===== src/sv/usd_pkg.sv =====
package usd_pkg;

    localparam int BYTE_W      = 8;
    localparam int CP_W        = 31;
    localparam int LEN_W       = 3;
    localparam int QUEUE_DEPTH = 2;

    localparam logic [BYTE_W-1:0] CONT_MASK   = 8'h3F;
    localparam logic [BYTE_W-1:0] CONT_TAG    = 8'h80;
    localparam logic [BYTE_W-1:0] CONT_SELECT = 8'hC0;
    localparam logic [BYTE_W-1:0] LEAD3_MIN   = 8'hE0;
    localparam logic [BYTE_W-1:0] LEAD4_MIN   = 8'hF0;
    localparam logic [BYTE_W-1:0] LEAD5_MIN   = 8'hF8;
    localparam logic [BYTE_W-1:0] LEAD6_MIN   = 8'hFC;

    typedef logic [LEN_W-1:0] t_len;

    localparam t_len LEN_CONT = 3'd0;
    localparam t_len LEN_1    = 3'd1;
    localparam t_len LEN_2    = 3'd2;
    localparam t_len LEN_3    = 3'd3;
    localparam t_len LEN_4    = 3'd4;
    localparam t_len LEN_5    = 3'd5;
    localparam t_len LEN_6    = 3'd6;

    typedef struct packed {
        t_len              len;
        logic [BYTE_W-1:0] bits;
    } t_entry;

    typedef struct packed {
        logic full;
        logic empty;
    } t_q_stat;

endpackage


===== src/sv/utf8_stream_decoder_top.sv =====
// channel | dir | handshake          | beat payload
// --------+-----+--------------------+--------------------------------------
// input   | in  | i_valid / o_stall  | i_in_byte[7:0]
// result  | out | o_valid / i_stall  | o_code_point[30:0] o_seq_len[2:0] o_error
//
// Accepts one byte beat per cycle while o_stall is low; a result passes the queue, then the result register.
// The decode update in the back end sets the rate of one beat per cycle while the result register is not held.
// Synchronous active-low reset empties the queue and returns the decoder to idle.
// o_stall rises only when the queue between front and back is full.
// A held result register stops the back end; the queue absorbs beats meanwhile.
module utf8_stream_decoder_top #(
    parameter int QUEUE_DEPTH = usd_pkg::QUEUE_DEPTH
) (
    input  logic                        i_clk,
    input  logic                        i_rst_n,
    input  logic                        i_valid,
    output logic                        o_stall,
    input  logic [usd_pkg::BYTE_W-1:0]  i_in_byte,
    output logic                        o_valid,
    input  logic                        i_stall,
    output logic [usd_pkg::CP_W-1:0]    o_code_point,
    output logic [usd_pkg::LEN_W-1:0]   o_seq_len,
    output logic                        o_error
);
    import usd_pkg::*;

    t_entry  push_entry;
    t_entry  pop_entry;
    t_q_stat q_stat;
    logic    push;
    logic    pop;

    usd_front u_front (
        .i_valid   (i_valid),
        .i_in_byte (i_in_byte),
        .i_q_stat  (q_stat),
        .o_stall   (o_stall),
        .o_push    (push),
        .o_entry   (push_entry)
    );

    usd_queue #(
        .DEPTH (QUEUE_DEPTH)
    ) u_queue (
        .i_clk    (i_clk),
        .i_rst_n  (i_rst_n),
        .i_push   (push),
        .i_entry  (push_entry),
        .i_pop    (pop),
        .o_entry  (pop_entry),
        .o_q_stat (q_stat)
    );

    usd_back u_back (
        .i_clk        (i_clk),
        .i_rst_n      (i_rst_n),
        .i_entry      (pop_entry),
        .i_q_stat     (q_stat),
        .o_pop        (pop),
        .i_stall      (i_stall),
        .o_valid      (o_valid),
        .o_code_point (o_code_point),
        .o_seq_len    (o_seq_len),
        .o_error      (o_error)
    );

endmodule


===== src/sv/usd_front.sv =====
module usd_front (
    input  logic                        i_valid,
    input  logic [usd_pkg::BYTE_W-1:0]  i_in_byte,
    input  usd_pkg::t_q_stat            i_q_stat,
    output logic                        o_stall,
    output logic                        o_push,
    output usd_pkg::t_entry             o_entry
);
    import usd_pkg::*;

    t_len len;

    always_comb begin
        priority if (i_in_byte < CONT_TAG) begin
            len = LEN_1;
        end else if (i_in_byte < CONT_SELECT) begin
            len = LEN_CONT;
        end else if (i_in_byte < LEAD3_MIN) begin
            len = LEN_2;
        end else if (i_in_byte < LEAD4_MIN) begin
            len = LEN_3;
        end else if (i_in_byte < LEAD5_MIN) begin
            len = LEN_4;
        end else if (i_in_byte < LEAD6_MIN) begin
            len = LEN_5;
        end else begin
            len = LEN_6;
        end
    end

    always_comb begin
        o_entry.len = len;
        unique case (len)
            LEN_CONT: o_entry.bits = i_in_byte & CONT_MASK;
            LEN_1:    o_entry.bits = i_in_byte;
            LEN_2:    o_entry.bits = i_in_byte & 8'h1F;
            LEN_3:    o_entry.bits = i_in_byte & 8'h0F;
            LEN_4:    o_entry.bits = i_in_byte & 8'h07;
            LEN_5:    o_entry.bits = i_in_byte & 8'h03;
            default:  o_entry.bits = i_in_byte & 8'h01;
        endcase
    end

    assign o_stall = i_q_stat.full;
    assign o_push  = i_valid && !i_q_stat.full;

endmodule


===== src/sv/usd_queue.sv =====
module usd_queue #(
    parameter int DEPTH = usd_pkg::QUEUE_DEPTH
) (
    input  logic             i_clk,
    input  logic             i_rst_n,
    input  logic             i_push,
    input  usd_pkg::t_entry  i_entry,
    input  logic             i_pop,
    output usd_pkg::t_entry  o_entry,
    output usd_pkg::t_q_stat o_q_stat
);
    import usd_pkg::*;

    localparam int IDX_W = (DEPTH > 1) ? $clog2(DEPTH) : 1;
    localparam int CNT_W = $clog2(DEPTH + 1);

    t_entry           r_mem [DEPTH];
    logic [IDX_W-1:0] r_wr_ptr, n_wr_ptr;
    logic [IDX_W-1:0] r_rd_ptr, n_rd_ptr;
    logic [CNT_W-1:0] r_count,  n_count;

    always_comb begin
        n_wr_ptr = r_wr_ptr;
        n_rd_ptr = r_rd_ptr;
        n_count  = r_count;
        if (i_push) begin
            n_wr_ptr = (r_wr_ptr == IDX_W'(DEPTH - 1)) ? '0 : r_wr_ptr + 1'b1;
        end
        if (i_pop) begin
            n_rd_ptr = (r_rd_ptr == IDX_W'(DEPTH - 1)) ? '0 : r_rd_ptr + 1'b1;
        end
        if (i_push && !i_pop) begin
            n_count = r_count + 1'b1;
        end else if (i_pop && !i_push) begin
            n_count = r_count - 1'b1;
        end
    end

    always_ff @(posedge i_clk) begin
        if (!i_rst_n) begin
            r_wr_ptr <= '0;
            r_rd_ptr <= '0;
            r_count  <= '0;
        end else begin
            r_wr_ptr <= n_wr_ptr;
            r_rd_ptr <= n_rd_ptr;
            r_count  <= n_count;
        end
    end

    always_ff @(posedge i_clk) begin
        if (i_push) begin
            r_mem[r_wr_ptr] <= i_entry;
        end
    end

    assign o_entry        = r_mem[r_rd_ptr];
    assign o_q_stat.full  = (r_count == CNT_W'(DEPTH));
    assign o_q_stat.empty = (r_count == '0);

endmodule


===== src/sv/usd_back.sv =====
module usd_back (
    input  logic                       i_clk,
    input  logic                       i_rst_n,
    input  usd_pkg::t_entry            i_entry,
    input  usd_pkg::t_q_stat           i_q_stat,
    output logic                       o_pop,
    input  logic                       i_stall,
    output logic                       o_valid,
    output logic [usd_pkg::CP_W-1:0]   o_code_point,
    output logic [usd_pkg::LEN_W-1:0]  o_seq_len,
    output logic                       o_error
);
    import usd_pkg::*;

    t_len             r_left,    n_left;
    t_len             r_total,   n_total;
    logic [CP_W-1:0]  r_partial, n_partial;
    logic             r_valid,   n_valid;
    logic [CP_W-1:0]  r_cp,      n_cp;
    t_len             r_len,     n_len;
    logic             r_err,     n_err;
    logic [CP_W-1:0]  shifted;
    t_len             left_dec;

    assign o_pop    = !i_q_stat.empty && (!r_valid || !i_stall);
    assign shifted  = {r_partial[CP_W-7:0], i_entry.bits[5:0]};
    assign left_dec = r_left - 1'b1;

    always_comb begin
        n_left    = r_left;
        n_total   = r_total;
        n_partial = r_partial;
        n_valid   = r_valid && i_stall;
        n_cp      = r_cp;
        n_len     = r_len;
        n_err     = r_err;
        if (o_pop) begin
            if (r_left == '0) begin
                if (i_entry.len == LEN_CONT) begin
                    n_valid = 1'b1;
                    n_cp    = '0;
                    n_len   = '0;
                    n_err   = 1'b1;
                end else if (i_entry.len == LEN_1) begin
                    n_valid = 1'b1;
                    n_cp    = CP_W'(i_entry.bits);
                    n_len   = LEN_1;
                    n_err   = 1'b0;
                end else begin
                    n_partial = CP_W'(i_entry.bits);
                    n_total   = i_entry.len;
                    n_left    = i_entry.len - 1'b1;
                end
            end else if (i_entry.len != LEN_CONT) begin
                n_left    = '0;
                n_total   = '0;
                n_partial = '0;
                n_valid   = 1'b1;
                n_cp      = '0;
                n_len     = '0;
                n_err     = 1'b1;
            end else if (left_dec == '0) begin
                n_left    = '0;
                n_total   = '0;
                n_partial = '0;
                n_valid   = 1'b1;
                n_cp      = shifted;
                n_len     = r_total;
                n_err     = 1'b0;
            end else begin
                n_left    = left_dec;
                n_partial = shifted;
            end
        end
    end

    always_ff @(posedge i_clk) begin
        if (!i_rst_n) begin
            r_left    <= '0;
            r_total   <= '0;
            r_partial <= '0;
            r_valid   <= 1'b0;
        end else begin
            r_left    <= n_left;
            r_total   <= n_total;
            r_partial <= n_partial;
            r_valid   <= n_valid;
        end
    end

    always_ff @(posedge i_clk) begin
        r_cp  <= n_cp;
        r_len <= n_len;
        r_err <= n_err;
    end

    assign o_valid      = r_valid;
    assign o_code_point = r_cp;
    assign o_seq_len    = r_len;
    assign o_error      = r_err;

endmodule

===== config.mk =====
export PLATFORM = sky130hd
export DESIGN_NAME = utf8_stream_decoder_top
export DESIGN_NICKNAME = d
export VERILOG_FILES = /design/src/sv/usd_pkg.sv /design/src/sv/utf8_stream_decoder_top.sv /design/src/sv/usd_front.sv /design/src/sv/usd_queue.sv /design/src/sv/usd_back.sv
export SDC_FILE = /design/constraint.sdc
export NUM_CORES = 1
export LEC_CHECK = 0
export BUFFER_PORTS_ARGS = -buffer_cell sky130_fd_sc_hd__buf_2
export CAP_MARGIN = 40
export CORE_MARGIN = 5
export CORE_UTILIZATION = 40
export DETAILED_ROUTE_END_ITERATION = 16
export SETUP_SLACK_MARGIN = 0.2
export SLEW_MARGIN = 20
export SYNTH_ARGS = -nofsm -noshare
export SYNTH_HDL_FRONTEND = slang
export SYNTH_SLANG_ARGS = --single-unit

===== constraint.sdc =====
create_clock -name i_clk -period 3.8 [get_ports i_clk]
set_input_delay 0.19 -clock i_clk [delete_from_list [all_inputs] [get_ports i_clk]]
set_output_delay 0.19 -clock i_clk [all_outputs]
set_load 0.05 [all_outputs]

==> metrics <==
CTS Buf Count=9; fmax=0.344 GHz; grt ovf=0; count of cell types in the netlist=48; initial antenna violation count=0; Least-Margin Pin Slew=0.638 ns; WP data arrival=2.92 ns; row count=35; Synth top area share=45.5%; crit path launch type=register; Worst Path Max Fanout=35; WL final=6440 µm; Total Nets Final=352; Post-synth EDFFs=57; Req. time, crit path=3.81 ns; CTS H-tree depth=3; gp weighted congestion=0.803; relative slew slack=57.5%; largest net degree at the start of global routing=36; Antenna Cells=0; Initial DRT Pass Iterations=4; Detailed Route Iter0 Violations=129; routed vias=2228; residual DRC count=0; Reg2Reg Depth=7; Slew Limit Fails=0; Via density=4.98; cell area after layout=0.00427 mm²; dpl hpwl=4560 µm; Core Region=0.00920 mm²; number of port buffers=48; Hold-fix buffers, CTS=0; Seq/Total Area, Yosys=65.2%; WHS=0.0359 ns; hold crit path type=primary input to register; post-synth top area cell=edfxtp_1; synth warn=0; placed cell area=0.00407 mm²; hold violation count in the final report=0; Routed Antenna Nets=0; status=finished, final reports clean; die area=0.0114 mm²; final clock skew=0.0138 ns; clk sink count=94; gr usage total=12.1%; ys flop type=edfxtp_1; Max Cap Viol=0; minimum clock period after layout=2.91 ns; Mean Syn Cell Area=13.5 µm²; synth top area cells=edfxtp_1 46%, dfxtp_1 20%, and2_1 5.3%; area grow syn2layout=13.7%; WL/cell=14.4 µm; CTS tree=done; Die W=107 µm; number of setup buffers added after CTS=0; overall die height=107 µm; Yosys reg bits=94; setup TNS=0 ns; final setup fails=0; CP endpoint kind=register; Hold Crit Depth=1; Tcrit/Tclk final=76.6%; clock slew at reported path FFs=0.09 ns; Top Ports=49; Crit Path Class=register to register; CTS resizes=0; layout cells sized above 1=22.3%; CTS root buffer=clkbuf_8; RSZ-0062 raised after global routing=no; Clock Path Buffers=2; vias in the first global route=2168; Mapped Area=0.00376 mm²; Initial Utilization=40.9%; first-pass GRT wire length=10800 µm; cell count after synthesis=279; Async S/R FF share, synth=0%; clk_lat worst skew=0.36 ns
[cells by family (layout without fill, tap and decap cells)]
family,count (synthesis),after routing,synth area share [%]
compound gates,64,64,12.7
flops,94,94,65.2
simple gates,70,70,10.4
buf+inv,24,80,4.06
mux,12,12,3.29
other cells,1,2,0.0997
xor+xnor,5,5,1.16
fa+ha+maj,9,9,3.00
[metrics by stage]
stage | utilization [%] | cells | worst slack [ns]
CTS | 46.4 | 446 | 0.771
global route | 46.5 | 447 | 0.633
global placement | 44.2 | 429 | 0.907
floorplan | - | 280 | 0.747
finish | 46.5 | 447 | 0.889
detailed placement | 44.3 | 430 | 0.781
[routing by layer]
metal	global-route usage (%)	wire length (µm)	vias up
met2	18.7	2910	56
met1	15.9	3050	1039
met5	0	0	-
li1	-	-	1126
met4	5.21	94	0
met3	3.37	384	7
[path summary, 6_finish.rpt]
kind,startpoint,end,slack (ns)
setup / recovery,register,u_back.o_code_point[5]$_DFFE_PP_,0.89
hold / removal,i_in_byte[0],u_queue.r_mem[0][0]$_DFFE_PP_,0.04
setup reg to reg,register,u_back.o_code_point[5]$_DFFE_PP_,0.89
hold reg to reg,u_back.r_partial[20]$_SDFFE_PN0P_,u_back.r_partial[20]$_SDFFE_PN0P_,0.48
[area by class of cell]
type / count / area, µm²
fillers: 838 / 4920
flip-flops and latches: 94 / 2450
multi-input cells: 162 / 1160
repair buffers: 53 / 282
well taps: 111 / 139
clock buffers: 10 / 138
inverters: 11 / 53.8
clock inverters: 6 / 51.3
[worst max-delay path, stage by stage (launching register included)]
cell and delay (ns):
dfxtp_1 0.39, buf_4 0.23, mux2i_2 0.39, ha_1 0.63
a211oi_1 0.14, a21oi_1 0.23, and2_1 0.16, buf_4 0.38
[placed cells by master (no fill, tap or decap), types with 6 or more instances in the layout]
cell type	count
clkbuf_8	10
mux2i_1	11
inv_1	10
nor2_1	12
buf_2	48
o2bb2ai_1	6
and2_1	32
dfxtp_1	37
edfxtp_1	57
ha_1	9
a22o_1	18
a21oi_1	11
nand2_1	11
[flip-flops by register name, summed over array words and instances, names as in the netlist, 2 cells and up, named ones only]
signal / cells
u_queue.r_mem: 22
u_back.r_partial: 25
u_back.r_total: 3
u_back.r_left: 3
u_back.o_code_point: 31
u_back.o_seq_len: 3
u_queue.r_count: 2
[cells in the mapped netlist, types with 2 or more instances]
| cell type | instances |
|---|---|
| a21oi_1 | 11 |
| a22o_1 | 18 |
| a31oi_1 | 5 |
| and2_1 | 32 |
| buf_2 | 3 |
| buf_6 | 2 |
| clkbuf_1 | 5 |
| dfxtp_1 | 37 |
| edfxtp_1 | 57 |
| ha_1 | 9 |
| inv_1 | 10 |
| mux2i_1 | 11 |
| nand2_1 | 11 |
| nand2b_1 | 3 |
| nand3_1 | 2 |
| nor2_1 | 12 |
| o211ai_1 | 2 |
| o21a_1 | 2 |
| o21ai_0 | 4 |
| o21ai_1 | 4 |
| o22ai_1 | 3 |
| o2bb2ai_1 | 6 |
| or3_1 | 2 |
| xnor2_1 | 4 |
Power is left out: the tool's default activity adds up to more than one toggle a clock period on the data nets, which glitch-free logic cannot reach.
